===== config.mk =====
export PLATFORM = sky130hd
export DESIGN_NAME = ravss_ctrl
export DESIGN_NICKNAME = d
export VERILOG_FILES = /design/src/design/ravss_pkg.sv /design/src/design/ravss_ctrl.sv
export SDC_FILE = /design/constraint.sdc
export NUM_CORES = 1
export LEC_CHECK = 0
export BUFFER_PORTS_ARGS = -buffer_cell sky130_fd_sc_hd__buf_2
export CAP_MARGIN = 30
export CELL_PAD_IN_SITES_DETAIL_PLACEMENT = 2
export CELL_PAD_IN_SITES_GLOBAL_PLACEMENT = 2
export CORE_MARGIN = 2
export CORE_UTILIZATION = 23
export DETAILED_ROUTE_END_ITERATION = 16
export PLACE_DENSITY = 0.74
export SLEW_MARGIN = 20
export SYNTH_ARGS = -nofsm -noshare
export SYNTH_HDL_FRONTEND = slang
export SYNTH_SLANG_ARGS = --single-unit

===== constraint.sdc =====
create_clock -name clock -period 4.4 [get_ports clock]
set_input_delay 0.88 -clock clock [delete_from_list [all_inputs] [get_ports clock]]
set_output_delay 0.88 -clock clock [all_outputs]
set_load 0.02 [all_outputs]

===== src/design/ravss_pkg.sv =====
package ravss_pkg;

   localparam int MaxElemsDefault = 4096;
   localparam int BlockLenDefault = 64;
   localparam int PosWidth        = 13;
   localparam int AmountWidth     = 32;
   localparam int ValueWidth      = 63;
   localparam int WordWidth       = 64;
   localparam int DistWidth       = 12;
   localparam int ModeWidth       = 2;
   localparam logic [PosWidth-1:0] CountReset = 13'd4096;

   typedef enum logic [ModeWidth-1:0] {
      MODE_LOAD  = 2'd0,
      MODE_ADD   = 2'd1,
      MODE_QUERY = 2'd2,
      MODE_NONE  = 2'd3
   } mode_type;

   typedef enum logic [2:0] {
      ST_IDLE,
      ST_LOAD,
      ST_ADD_RD,
      ST_ADD_WR,
      ST_Q_RD,
      ST_Q_CMP,
      ST_RESP
   } state_type;

   // controller -> datapath
   typedef struct packed {
      logic capture;    // latch request, set up cursor
      logic load_wr;    // write loaded element
      logic mem_rd;     // issue read at cursor
      logic add_step;   // apply add at cursor (whole block or element)
      logic q_cmp;      // compare read data, advance cursor
      logic resp_set;   // raise result valid
   } cmd_type;

   // datapath -> controller
   typedef struct packed {
      logic       load_ok;
      logic       span_done;   // cursor beyond span end
      logic       whole_blk;   // cursor at start of a fully covered block
      logic       rsp_busy;    // result still waiting
      mode_type   mode;
   } sts_type;

endpackage


===== src/design/ravss_ctrl.sv =====
module ravss_ctrl
   import ravss_pkg::*;
(
   input  logic     clock,
   input  logic     reset,
   input  logic     req_tvalid,
   output logic     req_tready,
   input  sts_type  sts,
   output cmd_type  cmd
);

   state_type state_ff, state_in;

   always_ff @(posedge clock) begin
      if (reset) begin
         state_ff <= ST_IDLE;
      end else begin
         state_ff <= state_in;
      end
   end

   always_comb begin
      state_in = state_ff;
      unique case (state_ff)
         ST_IDLE: begin
            if (req_tvalid) begin
               state_in = ST_RESP;
               case (sts.mode)
                  MODE_LOAD:  state_in = ST_LOAD;
                  MODE_ADD:   state_in = ST_ADD_RD;
                  MODE_QUERY: state_in = ST_Q_RD;
                  default:    state_in = ST_IDLE;
               endcase
            end
         end
         ST_LOAD:   state_in = ST_IDLE;
         ST_ADD_RD: begin
            if (sts.span_done) begin
               state_in = ST_IDLE;
            end else if (!sts.whole_blk) begin
               state_in = ST_ADD_WR;
            end
         end
         ST_ADD_WR: state_in = ST_ADD_RD;
         ST_Q_RD: begin
            if (sts.span_done) begin
               state_in = ST_RESP;
            end else begin
               state_in = ST_Q_CMP;
            end
         end
         ST_Q_CMP:  state_in = ST_Q_RD;
         ST_RESP: begin
            if (!sts.rsp_busy) begin
               state_in = ST_IDLE;
            end
         end
         default:   state_in = ST_IDLE;
      endcase
   end

   always_comb begin
      cmd        = '0;
      req_tready = 1'b0;
      unique case (state_ff)
         ST_IDLE: begin
            req_tready  = 1'b1;
            cmd.capture = req_tvalid;
         end
         ST_LOAD:   cmd.load_wr = sts.load_ok;
         ST_ADD_RD: begin
            cmd.mem_rd   = !sts.span_done && !sts.whole_blk;
            cmd.add_step = !sts.span_done && sts.whole_blk;
         end
         ST_ADD_WR: cmd.add_step = 1'b1;
         ST_Q_RD:   cmd.mem_rd = !sts.span_done;
         ST_Q_CMP:  cmd.q_cmp = 1'b1;
         ST_RESP:   cmd.resp_set = !sts.rsp_busy;
         default: ;
      endcase
   end

endmodule


==> out/qor.csv <==
stage,metric,value,unit
outcome,status,"complete, no violations",
finish,fillCellCount,192,
grt,grt_max_degree,16,
sta,setup_tns,0,ns
cts,clock_latency,0.23,ns
finish,final_cell_mix,"buf_2, a21oi_1, nor3_1",
logic_synthesis,ys_dominant_reg_cell,dfxtp_1,
sta,period_needed,2.514,ns
logic_synthesis,synth_compound_area_share,26.16,%
placed_design,pre_cts_slack,1.900,ns
logic_synthesis,async_flop_share,0,%
logic_synthesis,synthCells,49,
finish,largest_register,state_ff,
cts,clock-root-buffer,clkbuf_4,
die,initial_core_util,23.72,%
cts,clock_sinks,3,
route,route.vias.total,412,
logic_synthesis,ys_seq_elements,3,
worst_setup_path,required,3.52,ns
die,fp.dieH,42.96,µm
power,pwr-share-comb,32.4,%
logic_synthesis,ys_warn_count,0,
power,power_density,290.6,nW/µm²
sta,relSlewSlack,65.77,%
sta,setup_ws,1.886,ns
finish,reg_top3,state_ff x3,
route,drc,0,
worst_setup_path,path_cells,buf_2 > inv_1 > a21oi_1 > nor4b_1 > buf_2,
sta,rsz0062_at_grt,no,
logic_synthesis,ys_seq_area_share,17.20,%
logic_synthesis,synthSimpleGateAreaFrac,36.92,%
placed_design,gp_congestion,0.7762,
sta,drv_slew,0,
sta,tightest_slew,0.5128,ns
sta,fin_crit_sh,57.13,%
grt,grt_remaining_overflow,0,
finish,layout_commonest_cell,buf_2,
finish,nets,77,
flow_run,drv_cap,0,
power,ir_worst_vdd,195.3,µV
sta,fmax,397.8,MHz
worst_setup_path,crit_path_frequent_cell,buf_2,
logic_synthesis,synthesis.nets,60,
sta,skew,0.0005998,ns
worst_setup_path,startpoint_type,input pin,
worst_setup_path,worstPathMaxFanout,5,
route,first_iter_violations,6,
cts,path_clk_slew,0.04,ns
worst_setup_path,slowest_delay,0.24,ns
cts,clk_path_buf_depth,2,
worst_setup_path,cp.arrival,1.63,ns
logic_synthesis,synthMuxAreaShare,0,%
die,die_area,1846,µm²
finish,drive_above_1_share,32.31,%
cts,numCtsBuffers,3,
logic_synthesis,synth_area,349.1,µm²
die,num_rows,14,
logic_synthesis,synth_top_family_by_area,simple AND/OR/NAND/NOR gates,
worst_setup_path,crit_type,in2out,
grt,grt_pass1_vias,452,
grt,antenna_found_initial,0,
sta,setup_violations,0,
power,p_leak,0.1911,nW
logic_synthesis,synth-xor-area-share,0,%
cts,ctsResizeCount,0,
logic_synthesis,synth_edf_count,0,
route,ant_nets,0,
power,finalPower,0.0001273,W
power,internal-power,0.00008111,W
worst_setup_path,endpoint_kind,output port,
die,die_width,42.96,µm
grt,grt_use_total,13.63,%
cts,cts_setup_buffers,0,
route,totalWireLength,1.046,mm
worst_setup_path,crit_family,buffers and inverters,
logic_synthesis,synth_area_per_cell,7.124,µm²
finish,largest_reg_flops,3,
die,fp.coreArea,1471,µm²
finish,antenna_cells,0,
grt,grt_pass1_wl,1.918,mm
die,io_pins,16,
power,power_frac_clock,37.9,%
route,drtPass1Iterations,2,
placed_design,dp_hpwl,815.6,µm
placed_design,portBuffers,15,
power,switching_share,36.27,%
power,p_sw,0.00004616,W
worst_setup_path,slowest_stage,nor4b_1,
sta,hold_viol_final,0,
worst_setup_path,crit_buf_inv,3,
cts,cts_tree,built,
power,pwr-share-seq,29.7,%
cts,cts_max_level,1,
route,routedWlPerCell,12.91,µm
hold_path,min-delay-path-class,reg2reg,
logic_synthesis,synth_fa_ha_area_share,7.168,%
cts,hold_buffers,0,
logic_synthesis,ys_types,27,
route,via_per_inst,5.086,
finish,layout-area-overhead-vs-synth,25.45,%
layout make-up:
type                    instances  area [µm²]  area share [%]
clock buffers                   4       26.28           6.000
inverters                       3       11.26           2.571
repair buffers                 15       75.07           17.14
multi-input cells              40       245.2           56.00
well taps                      16       20.02           4.571
flip-flops and latches          3       60.06           13.71
power groups by stage:
| stage | Clock, W | Sequential [W] | Combinational (W) |
|---|---|---|---|
| floorplan | 0 | 0.0000323 | 0.0000352 |
| global placement | 0 | 0.0000383 | 0.0000406 |
| detailed placement | 0 | 0.0000383 | 0.0000418 |
| CTS | 0.0000512 | 0.0000378 | 0.0000420 |
| global route | 0.0000534 | 0.0000389 | 0.0000471 |
| finish | 0.0000482 | 0.0000378 | 0.0000412 |
logic make-up (layout without fill, tap and decap cells):
family,after synthesis,after routing
compound gates,16,16
buf+inv,6,22
simple gates,22,22
flops,3,3
fa+ha+maj,2,2
synthesized netlist by cell type (all sizes together), types with 2 or more instances:
library cell  count  area, µm²
nand2             2      7.510
dfxtp             3      60.06
inv               3      11.26
nor3              4      20.02
nor2b             2      12.51
buf               2      18.77
o21ai             4      20.01
and3              3      18.77
a21oi             8      40.04
nor2              2      7.510
nor4              2      12.51
nand2b            2      15.02
ha                2      25.02
final timing paths:
path                      end  slack [ns]  cells after the start        start
setup / recovery       cmd[2]        1.89                      5       sts[4]
hold / removal    state_ff[2]        0.77                      2  state_ff[0]
setup reg to reg  state_ff[0]        2.41                      5  state_ff[1]
hold reg to reg   state_ff[2]        0.77                      2  state_ff[0]
worst reg2reg max path: cells and delay by family, from the launching register on:
family	cells	cell delay [ns]
and+or+nand+nor	2	0.66
DFF	1	0.63
adders and majority gates	1	0.41
buffers and inverters	1	0.14
AOI/OAI and AO/OA	1	0.09
per-layer routing:
metal  routed length, µm  share of wire (%)  track usage, %
met5                   0                  0               0
met4                   0                  0           3.636
met3                  48                4.6           5.106
met2                 500                 48           23.03
met1                 497                 48           16.07
per-stage QoR:
| stage | instances | cell area, µm² | hold WS [ns] | utilization (%) |
|---|---|---|---|---|
| finish | 81 | 437.9 | 0.7747 | 29.76 |
| global route | 81 | 437.9 | 0.8511 | 29.76 |
| CTS | 81 | 437.9 | 0.7759 | 29.76 |
| detailed placement | 77 | 411.6 | 0.7791 | 27.98 |
| global placement | 77 | 411.6 | 0.7598 | 27.98 |
| floorplan | 49 | 349.1 | 0.6478 | - |
Note: power is estimated with default switching activity, not from simulation.
